### config.mk
export PLATFORM = sky130hd
export DESIGN_NAME = pixel_pair_difference_stats_top
export DESIGN_NICKNAME = d
export VERILOG_FILES = /design/src/design/pdstat_pkg.sv /design/src/design/pixel_pair_difference_stats_top.sv /design/src/design/pdstat_diff.sv /design/src/design/pdstat_acc.sv
export SDC_FILE = /design/constraint.sdc
export NUM_CORES = 1
export LEC_CHECK = 0
export CAP_MARGIN = 20
export CORE_MARGIN = 8
export CORE_UTILIZATION = 55
export CTS_CLUSTER_DIAMETER = 200
export DETAILED_ROUTE_END_ITERATION = 10
export DONT_BUFFER_PORTS = 1
export GPL_TIMING_DRIVEN = 0
export PLACE_DENSITY_LB_ADDON = 0.25
export SLEW_MARGIN = 40
export SYNTH_ARGS = -nofsm -noshare
export SYNTH_HDL_FRONTEND = slang
export SYNTH_HIERARCHICAL = 1
export SYNTH_SLANG_ARGS = --single-unit
### constraint.sdc
create_clock -name i_clk -period 31.3 [get_ports i_clk]
set_input_delay 3.13 -clock i_clk [delete_from_list [all_inputs] [get_ports i_clk]]
set_output_delay 3.13 -clock i_clk [all_outputs]
set_load 0.01 [all_outputs]
### src/design/pdstat_pkg.sv
package pdstat_pkg;

    // Field and accumulator widths.
    localparam int PIX_W      = 8;
    localparam int CHAN_CNT_W = 3;
    localparam int NUM_CHAN   = 4;
    localparam int SQ_W       = 18;
    localparam int DIFF_CNT_W = 25;
    localparam int SSE_W      = 42;
    localparam int SAMP_W     = 27;
    localparam int CFG_IDX_W  = 1;
    localparam int CFG_DATA_W = 8;

    // Configuration register indexes.
    localparam logic [CFG_IDX_W-1:0] CFG_CHANNELS_IN_USE = 1'b0;
    localparam logic [CFG_IDX_W-1:0] CFG_DIFF_THRESHOLD  = 1'b1;

    // Reset value of the channel count.
    localparam logic [CHAN_CNT_W-1:0] CHANNELS_RESET = 3'd3;

    // One pixel pair.
    typedef struct packed {
        logic [PIX_W-1:0] a_chan0;
        logic [PIX_W-1:0] a_chan1;
        logic [PIX_W-1:0] a_chan2;
        logic [PIX_W-1:0] a_chan3;
        logic [PIX_W-1:0] b_chan0;
        logic [PIX_W-1:0] b_chan1;
        logic [PIX_W-1:0] b_chan2;
        logic [PIX_W-1:0] b_chan3;
        logic             last_pixel;
    } t_in_item;

    // One result.
    typedef struct packed {
        logic [PIX_W-1:0]      diff_red;
        logic [PIX_W-1:0]      diff_green;
        logic [PIX_W-1:0]      diff_blue;
        logic                  frame_done;
        logic [DIFF_CNT_W-1:0] differing_pixels;
        logic [SSE_W-1:0]      squared_error_total;
        logic [SAMP_W-1:0]     sample_total;
    } t_out_item;

    // Per-pixel statistics handed to the accumulators.
    typedef struct packed {
        logic                  differs;
        logic [SQ_W-1:0]       sq_sum;
        logic [CHAN_CNT_W-1:0] samples;
    } t_pix_stats;

    // Running frame totals, including the current pixel.
    typedef struct packed {
        logic [DIFF_CNT_W-1:0] differing_pixels;
        logic [SSE_W-1:0]      squared_error_total;
        logic [SAMP_W-1:0]     sample_total;
    } t_frame_totals;

    // Visual difference pixel.
    typedef struct packed {
        logic [PIX_W-1:0] red;
        logic [PIX_W-1:0] green;
        logic [PIX_W-1:0] blue;
    } t_diff_pix;

endpackage

### src/design/pixel_pair_difference_stats_top.sv
// A pixel pair passes through the input register and then the result register before
// the result side can take its result.
// Throughput: one pixel pair per cycle; the single input register and result register
// let a new transaction enter every cycle while the result side takes its results.
// Reset (synchronous, active low) empties both registers, clears the frame totals,
// and sets the channel count to three and the difference threshold to zero.
module pixel_pair_difference_stats_top (
    input  logic                                 i_clk,
    input  logic                                 i_rst_n,
    input  logic                                 i_cfg_we,
    input  logic [pdstat_pkg::CFG_IDX_W-1:0]     i_cfg_idx,
    input  logic [pdstat_pkg::CFG_DATA_W-1:0]    i_cfg_data,
    input  logic                                 i_in_valid,
    output logic                                 o_in_ready,
    input  pdstat_pkg::t_in_item                 i_in_data,
    output logic                                 o_out_valid,
    input  logic                                 i_out_ready,
    output pdstat_pkg::t_out_item                o_out_data
);

    logic [pdstat_pkg::CHAN_CNT_W-1:0] r_chan_eff;
    logic [pdstat_pkg::CHAN_CNT_W-1:0] n_chan_eff;
    logic [pdstat_pkg::PIX_W-1:0]      r_threshold;
    logic                              r_in_valid;
    pdstat_pkg::t_in_item              r_in_item;
    logic                              r_out_valid;
    pdstat_pkg::t_out_item             r_out_item;
    pdstat_pkg::t_out_item             n_out_item;
    logic                              advance;
    pdstat_pkg::t_diff_pix             pix;
    pdstat_pkg::t_pix_stats            stats;
    pdstat_pkg::t_frame_totals         totals;

    // A channel count of zero means one; anything above four means four.
    always_comb begin
        n_chan_eff = i_cfg_data[pdstat_pkg::CHAN_CNT_W-1:0];
        if (n_chan_eff == 3'd0) begin
            n_chan_eff = 3'd1;
        end else if (n_chan_eff > 3'(pdstat_pkg::NUM_CHAN)) begin
            n_chan_eff = 3'(pdstat_pkg::NUM_CHAN);
        end
    end

    // Configuration registers.
    always_ff @(posedge i_clk) begin
        if (!i_rst_n) begin
            r_chan_eff  <= pdstat_pkg::CHANNELS_RESET;
            r_threshold <= '0;
        end else if (i_cfg_we) begin
            case (i_cfg_idx)
                pdstat_pkg::CFG_CHANNELS_IN_USE: r_chan_eff <= n_chan_eff;
                pdstat_pkg::CFG_DIFF_THRESHOLD:  r_threshold <= i_cfg_data;
                default: ;
            endcase
        end
    end

    // Handshake: the input register moves on whenever the result register is free.
    assign advance     = r_in_valid && (!r_out_valid || i_out_ready);
    assign o_in_ready  = !r_in_valid || advance;
    assign o_out_valid = r_out_valid;
    assign o_out_data  = r_out_item;

    // Input register.
    always_ff @(posedge i_clk) begin
        if (!i_rst_n) begin
            r_in_valid <= 1'b0;
        end else if (o_in_ready) begin
            r_in_valid <= i_in_valid;
        end
    end

    always_ff @(posedge i_clk) begin
        if (i_in_valid && o_in_ready) begin
            r_in_item <= i_in_data;
        end
    end

    pdstat_diff u_diff (
        .i_item      (r_in_item),
        .i_chan_eff  (r_chan_eff),
        .i_threshold (r_threshold),
        .o_pix       (pix),
        .o_stats     (stats)
    );

    pdstat_acc u_acc (
        .i_clk     (i_clk),
        .i_rst_n   (i_rst_n),
        .i_advance (advance),
        .i_last    (r_in_item.last_pixel),
        .i_stats   (stats),
        .o_totals  (totals)
    );

    // Totals appear only on the frame's last pixel.
    always_comb begin
        n_out_item.diff_red   = pix.red;
        n_out_item.diff_green = pix.green;
        n_out_item.diff_blue  = pix.blue;
        n_out_item.frame_done = r_in_item.last_pixel;
        if (r_in_item.last_pixel) begin
            n_out_item.differing_pixels    = totals.differing_pixels;
            n_out_item.squared_error_total = totals.squared_error_total;
            n_out_item.sample_total        = totals.sample_total;
        end else begin
            n_out_item.differing_pixels    = '0;
            n_out_item.squared_error_total = '0;
            n_out_item.sample_total        = '0;
        end
    end

    // Result register.
    always_ff @(posedge i_clk) begin
        if (!i_rst_n) begin
            r_out_valid <= 1'b0;
        end else if (advance) begin
            r_out_valid <= 1'b1;
        end else if (i_out_ready) begin
            r_out_valid <= 1'b0;
        end
    end

    always_ff @(posedge i_clk) begin
        if (advance) begin
            r_out_item <= n_out_item;
        end
    end

endmodule

### src/design/pdstat_diff.sv
module pdstat_diff (
    input  pdstat_pkg::t_in_item                    i_item,
    input  logic [pdstat_pkg::CHAN_CNT_W-1:0]       i_chan_eff,
    input  logic [pdstat_pkg::PIX_W-1:0]            i_threshold,
    output pdstat_pkg::t_diff_pix                   o_pix,
    output pdstat_pkg::t_pix_stats                  o_stats
);

    logic [pdstat_pkg::PIX_W-1:0]   a_val [pdstat_pkg::NUM_CHAN];
    logic [pdstat_pkg::PIX_W-1:0]   b_val [pdstat_pkg::NUM_CHAN];
    logic [pdstat_pkg::PIX_W-1:0]   d_val [pdstat_pkg::NUM_CHAN];
    logic [2*pdstat_pkg::PIX_W-1:0] sq_val [pdstat_pkg::NUM_CHAN];
    logic [pdstat_pkg::PIX_W-1:0]   amp_val [pdstat_pkg::NUM_CHAN];
    logic [pdstat_pkg::NUM_CHAN-1:0] used;
    logic [pdstat_pkg::NUM_CHAN-1:0] over;
    logic [pdstat_pkg::PIX_W+1:0]   times3 [pdstat_pkg::NUM_CHAN];

    assign a_val[0] = i_item.a_chan0;
    assign a_val[1] = i_item.a_chan1;
    assign a_val[2] = i_item.a_chan2;
    assign a_val[3] = i_item.a_chan3;
    assign b_val[0] = i_item.b_chan0;
    assign b_val[1] = i_item.b_chan1;
    assign b_val[2] = i_item.b_chan2;
    assign b_val[3] = i_item.b_chan3;

    // Per-channel absolute difference, square, threshold test and amplified view.
    always_comb begin
        for (int c = 0; c < pdstat_pkg::NUM_CHAN; c++) begin
            d_val[c]   = (a_val[c] > b_val[c]) ? (a_val[c] - b_val[c]) : (b_val[c] - a_val[c]);
            sq_val[c]  = d_val[c] * d_val[c];
            used[c]    = ({1'b0, i_chan_eff} > (pdstat_pkg::CHAN_CNT_W + 1)'(c));
            over[c]    = used[c] && (d_val[c] > i_threshold);
            times3[c]  = {2'b00, d_val[c]} + {1'b0, d_val[c], 1'b0};
            amp_val[c] = (times3[c] > 10'd255) ? 8'hFF : times3[c][pdstat_pkg::PIX_W-1:0];
        end
    end

    // Sum of squares over the channels in use.
    always_comb begin
        o_stats.sq_sum = '0;
        for (int c = 0; c < pdstat_pkg::NUM_CHAN; c++) begin
            if (used[c]) begin
                o_stats.sq_sum = o_stats.sq_sum + pdstat_pkg::SQ_W'(sq_val[c]);
            end
        end
        o_stats.differs = |over;
        o_stats.samples = i_chan_eff;
    end

    // With fewer than three channels, channel 0 drives all three outputs.
    always_comb begin
        o_pix.red = amp_val[0];
        if (i_chan_eff >= 3'd3) begin
            o_pix.green = amp_val[1];
            o_pix.blue  = amp_val[2];
        end else begin
            o_pix.green = amp_val[0];
            o_pix.blue  = amp_val[0];
        end
    end

endmodule

### src/design/pdstat_acc.sv
module pdstat_acc (
    input  logic                       i_clk,
    input  logic                       i_rst_n,
    input  logic                       i_advance,
    input  logic                       i_last,
    input  pdstat_pkg::t_pix_stats     i_stats,
    output pdstat_pkg::t_frame_totals  o_totals
);

    logic [pdstat_pkg::DIFF_CNT_W-1:0] r_diff_cnt;
    logic [pdstat_pkg::SSE_W-1:0]      r_sse;
    logic [pdstat_pkg::SAMP_W-1:0]     r_samp;
    logic [pdstat_pkg::DIFF_CNT_W:0]   sum_diff;
    logic [pdstat_pkg::SSE_W:0]        sum_sse;
    logic [pdstat_pkg::SAMP_W:0]       sum_samp;

    // Saturating sums that include the current pixel.
    always_comb begin
        sum_diff = {1'b0, r_diff_cnt} + (pdstat_pkg::DIFF_CNT_W + 1)'(i_stats.differs);
        sum_sse  = {1'b0, r_sse} + (pdstat_pkg::SSE_W + 1)'(i_stats.sq_sum);
        sum_samp = {1'b0, r_samp} + (pdstat_pkg::SAMP_W + 1)'(i_stats.samples);
        o_totals.differing_pixels    = sum_diff[pdstat_pkg::DIFF_CNT_W] ? '1
                                     : sum_diff[pdstat_pkg::DIFF_CNT_W-1:0];
        o_totals.squared_error_total = sum_sse[pdstat_pkg::SSE_W] ? '1
                                     : sum_sse[pdstat_pkg::SSE_W-1:0];
        o_totals.sample_total        = sum_samp[pdstat_pkg::SAMP_W] ? '1
                                     : sum_samp[pdstat_pkg::SAMP_W-1:0];
    end

    // Accumulators update per pixel and clear after the frame's last pixel.
    always_ff @(posedge i_clk) begin
        if (!i_rst_n) begin
            r_diff_cnt <= '0;
            r_sse      <= '0;
            r_samp     <= '0;
        end else if (i_advance) begin
            if (i_last) begin
                r_diff_cnt <= '0;
                r_sse      <= '0;
                r_samp     <= '0;
            end else begin
                r_diff_cnt <= o_totals.differing_pixels;
                r_sse      <= o_totals.squared_error_total;
                r_samp     <= o_totals.sample_total;
            end
        end
    end

endmodule
==> out/qor.yml, run 1 <==
status: "finished clean"
skew_ps: 16.7
dr.pass1.iters: 6
die_area_sq_mm: 0.0555
holdBufCountCts: 0
tritoncts: "built"
cp.arrival_ps: 19570
grt_max_degree: 42
final_cell_area_sq_mm: 0.0287
yosys_register_bits: 291
drc: 0
synth_top_area_cell: "edfxtp_1"
fp-row-count: 80
cts_buffer_depth: 3
critPathKind: "reg2reg"
antenna_found_initial: 0
min_period_ps: 19260
overflow: 0
setup_viol_count_final: 0
critPathMostFrequentCell: "fa_1"
fin_tns_setup_ps: 0
avgSynthCellArea_sq_um: 9.20
synth_warnings: 6
max_stage_delay_ps: 630
coreArea_sq_mm: 0.0476
io_pins: 200
synth_edf_count: 184
nNetsFinal: 3458
ys.flop_type: "edfxtp_1"
vias: 21100
grt_pass1_wl_um: 112000
synth_cells: 2883
yosys-top-cells-count: "inv_1 (393), ha_1 (295), nand2_1 (252)"
rsz0062_at_grt: "false"
slew_headroom: 0.462
hold_viol: 0
top_usage_layer: "met2"
start_util: 0.557
h-tree-depth: 2
fmax_ghz: 0.0519
end_kind: "register"
drive_gt1_frac: 0.0616
postCtsSetupRepairBufs: 0
die_y_um: 236
met2_usage: 0.406
cp-start-kind: "register"
area_delta_synth_final_pct: 8.35
yosys-top-cells-area: "edfxtp_1 (21%), ha_1 (14%), fa_1 (12%), dfxtp_1 (8.1%), inv_1 (5.6%)"
clkSinkCount: 291
totalWireLength_um: 69800
async_flop_share: 0
crit_required_ps: 31600
critPathMaxFanout: 10
synth_top_area_frac: 0.208
antenna_cells: 0
grt_pass1_vias: 21300
critPathBufInv: 13
syn_nets: 3412
syn_area_sq_mm: 0.0265
insertion_delay_ps: 550
die_x_um: 236
finalCritPeriodShare: 0.615
port_buffers: 0
nFillCells: 4072
tightestPinTransition_ps: 807
wl_per_cell_um: 19.6
critical-path-top-delay-family: "adder cells"
yosysMostFrequentCell: "inv_1"
yosysSeqAreaShare: 0.289
routabilityCongestion: 0.926
slew_viol_final: 0
grt_usage: 0.248
postPlaceCellArea_sq_mm: 0.0275
place_hpwl_um: 55200
cts_resized: 0
clk_pin_slew_worst_paths_ps: 60
cts_root_buf: "clkbuf_16"
initialDrtViolationCount: 1597
ant_nets: 0
via_per_inst: 5.90
cts_inserted_buffers: 36
crit_slowest_cell: "xnor2_1"
synthDistinctLibCells: 89
met3_usage: 0.0610
drv_cap: 0
use_met1: 0.320
hold_path_class: "reg2reg"
[state kept, by name (all words and copies together) (netlist names)]
name and cells:
o_out_data 119, u_acc/r_sse 42, r_chan_eff 3, r_in_valid 1
u_acc/r_samp 27, u_acc/r_diff_cnt 25, n_out_item 1, o_out_valid 1
r_threshold 8, r_in_item 64
[layout by cell type, fill, tap and decap left out, types with 36 or more instances in the layout]
master     instances
a21o_1            51
a21oi_1          145
and2_1           113
clkbuf_1          78
clkbuf_16         36
dfxtp_1          107
edfxtp_1         184
fa_1             155
ha_1             295
inv_1            393
nand2_1          252
nand3_1           50
nor2_1           188
nor3_1            48
o21ai_0          117
xnor2_1           88
xor2_1            62
[through the flow]
stage	hold WS (ps)	instances	worst slack [ps]	util
global placement	455	3498	11830	0.573
global route	485	3571	11120	0.603
detailed placement	456	3505	11970	0.577
CTS	464	3570	11910	0.601
finish	458	3571	12040	0.603
floorplan	441	2883	14300	-
[worst min-delay path: stages (launching register included)]
cell and delay [ps]:
dfxtp_1 300, nand2_1 50, a21boi_0 60
[metal layers]
layer,part of all wire,up-vias
met4,0.026,0
met5,0,-
met3,0.079,125
met1,0.43,10200
met2,0.47,709
li1,-,10000
[area by class of cell]
| class | instances | area, sq um | area share |
|---|---|---|---|
| inverters | 395 | 1480 | 0.0516 |
| clock buffers | 48 | 976 | 0.0340 |
| well taps | 615 | 769 | 0.0268 |
| clock inverters | 17 | 191 | 0.00666 |
| plain buffers | 102 | 472 | 0.0164 |
| multi-input cells | 2095 | 17000 | 0.593 |
| repair buffers | 8 | 146 | 0.00509 |
| flip-flops and latches | 291 | 7670 | 0.267 |
[final timing paths]
check                 startpoint              to  slack [ps]  cells past startpoint
setup / recovery   r_in_item[57]  o_out_data[57]       12040                     65
hold / removal    r_threshold[6]  r_threshold[6]         460                      2
setup reg to reg   r_in_item[57]  o_out_data[57]       12040                     65
hold reg to reg   r_threshold[6]  r_threshold[6]         460                      2
[cells by family (layout without fill, tap and decap cells)]
logic type,Yosys count,count (layout),share of synthesized area
adder cells (fa/ha/maj),450,450,0.256
multiplexers,53,53,0.0215
flip-flops,291,291,0.289
buffers and inverters,497,570,0.0737
AO/OA/AOI/OAI,602,602,0.153
XOR/XNOR,161,161,0.0535
AND/OR/NAND/NOR,829,829,0.153
Power of run 1 is left out: the tool's default activity adds up to more than one toggle a clock period on the data nets, which glitch-free logic cannot reach.
==> inputs of run 2 (changes only) <==
--- a/config.mk
+++ b/config.mk
@@ -5,6 +5,7 @@
 export SDC_FILE = /design/constraint.sdc
 export NUM_CORES = 1
 export LEC_CHECK = 0
+export ABC_AREA = 1
 export CAP_MARGIN = 20
 export CORE_MARGIN = 8
 export CORE_UTILIZATION = 55
==> constraint.sdc (replaced) <==
create_clock -name i_clk -period 15.9 [get_ports i_clk]
set_input_delay 1.59 -clock i_clk [delete_from_list [all_inputs] [get_ports i_clk]]
set_output_delay 1.59 -clock i_clk [all_outputs]
set_load 0.01 [all_outputs]
==> run 2 against run 1 <==
  * Routed wire length increased by 10%
  * Clock-buffer cell count fell by 3
  * Global-route usage grew 0.29 points
  * Via count grew 18%
  * Critical path depth up 28
  * Core utilization rose by 2.4 points
  * Maximum frequency increased by 24%
  * Final cell count rose by 32%
  * Clock skew rose by 11 ps
  * First-iteration DRC count grew 3.9%
  * Sequential share of layout area fell by 3.2 points
  * Final area increased by 14%
==> out/qor.yml, run 2 <==
vias: 24800
routabilityCongestion: 0.977
slew_viol_final: 0
die_x_um: 245
slew_headroom: 0.398
holdBufCountCts: 0
routed.top_layer: "met4"
wl_met2_um: 34500
multiInputGateArea_sq_mm: 0.0189
overflow: 0
cp.arrival_ps: 15880
wl_per_cell_um: 16.3
ant_nets: 0
largest_reg_flops: 119
insertion_delay_ps: 560
hold_path_class: "reg2reg"
final_cell_mix: "nand2_1 (1,035), inv_1 (729), ha_1 (263), nor2_1 (221), nand3_1 (214)"
nFillCells: 4783
avgSynthCellArea_sq_um: 7.41
skew_ps: 27.2
antenna_found_initial: 0
yosys-top-cells-count: "nand2_1 (1,086), inv_1 (747), ha_1 (295)"
min_period_ps: 15570
r2r_cells: 93
synth_cells: 3880
holdPathEnd: "r_threshold[4]"
drc: 0
clk_pin_slew_worst_paths_ps: 60
fmax_ghz: 0.0642
crit_required_ps: 16210
fin_ws_ps: 329
port_buffers: 0
met3_length_um: 5620
nNetsFinal: 4518
drv_cap: 0
syn_area_sq_mm: 0.0288
hold_depth: 2
ys.flop_type: "edfxtp_1"
hp-start: "r_threshold[4]"
place_hpwl_um: 61500
r2r-start: "r_in_item[57]"
dr.pass1.iters: 5
drive_gt1_frac: 0.130
ff2ff_setup_slack_ps: 330
tightestPinTransition_ps: 890
die_y_um: 245
grt_max_degree: 46
synth_top_area_cell: "edfxtp_1"
final_common_cell: "nand2_1"
yosysMostFrequentCell: "nand2_1"
start_util: 0.552
max_stage_delay_ps: 550
tritoncts: "built"
synth_edf_count: 184
async_flop_share: 0
grt_usage: 0.251
yosys_register_bits: 291
via_per_inst: 5.27
fp-row-count: 84
critPathMostFrequentCell: "buf_4"
coreArea_sq_mm: 0.0521
fin_cells: 4704
end_kind: "register"
syn_nets: 4409
dp_cells: 4577
hold_viol: 0
initialDrtViolationCount: 1660
grt_pass1_vias: 23800
utilization: 0.627
cts_buffer_depth: 3
cts_root_buf: "clkbuf_16"
wl_met1_um: 34500
synth_top_area_frac: 0.192
h-tree-depth: 2
totalWireLength_um: 76900
grt_pass1_wl_um: 122000
status: "finished clean"
pre_cts_slack_ps: -1300
synth_warnings: 6
cp-start-kind: "register"
reg2reg_to: "o_out_data[62]"
io_pins: 200
yosysSeqAreaShare: 0.267
area_delta_synth_final_pct: 13.6
antenna_cells: 0
clkSinkCount: 291
setup_viol_count_final: 0
cts_inserted_buffers: 36
synthDistinctLibCells: 61
critPathMaxFanout: 7
yosys-top-cells-area: "edfxtp_1 (19%), nand2_1 (14%), ha_1 (13%), fa_1 (11%), inv_1 (9.7%)"
die_area_sq_mm: 0.0599
finalCritPeriodShare: 0.979
critPathKind: "reg2reg"
layout.area.seq_sq_mm: 0.00767
crit_slowest_cell: "fa_2"
## run 2: area by class of cell
cell class                 instances  share of cell area
multi-input combinational       2736               0.578
sequential                       291               0.235
inverter                         772              0.0895
clock buffer                      45              0.0296
tap                              688              0.0264
timing repair buffer              70              0.0196
buffer                            82              0.0141
clock inverter                    20             0.00827
## run 2: worst max-delay path by stage
| stage | slack (ps) | endpoint | depth (start not counted) | startpoint |
|---|---|---|---|---|
| after floorplan | 890 | o_out_data[39] | 75 | r_in_item[57] |
| after global placement | -1250 | o_out_data[42] | 74 | r_in_item[57] |
| after detailed placement | -1300 | o_out_data[48] | 80 | r_in_item[57] |
| after CTS | 30 | o_out_data[40] | 80 | r_in_item[57] |
| after global routing | -170 | o_out_data[62] | 93 | r_in_item[57] |
| final | 330 | o_out_data[62] | 93 | r_in_item[57] |
## run 2: per-stage QoR
stage	instance area, sq um	TNS [ps]	hold WS, ps
after floorplan	28800	0	441
after global placement	29600	-91740	449
after detailed placement	29800	-96520	456
after CTS	31600	0	464
after global routing	32700	-5170	482
final	32700	0	459
## run 2: cell families (layout without fill, tap and decap cells)
logic type,Yosys count,after routing,share of synthesized area
AOI/OAI and AO/OA,351,351,0.0672
and+or+nand+nor,1818,1819,0.279
DFF,291,291,0.267
buffers and inverters,854,989,0.116
muxes,4,4,0.00139
adders and majority gates,450,450,0.236
xor gates and xnor gates,112,112,0.0341
## run 2: timing repair
item / 4_1_cts / 5_1_grt
cloned: 1 / 1
setup endpoints to repair: 84 / 84
resized for setup: 86 / 200
pin swaps: 13 / 86
setup buffers: 30 / 30
hold endpoints to repair: 0 / 0
## run 2: per-layer routing
layer,GRT usage,up-vias
met5,0,-
met4,0.0829,0
met3,0.0548,131
met2,0.400,759
met1,0.336,11500
li1,-,12400
## run 2: critical path: cells and delay by family (launching register included)
kind | cells | cell delay (ps)
AOI/OAI and AO/OA | 5 | 680
adders and majority gates | 18 | 7220
and+or+nand+nor | 27 | 2590
buffers and inverters | 40 | 4040
DFF | 1 | 390
xor gates and xnor gates | 3 | 410
Power of run 2 is left out for the same reason.
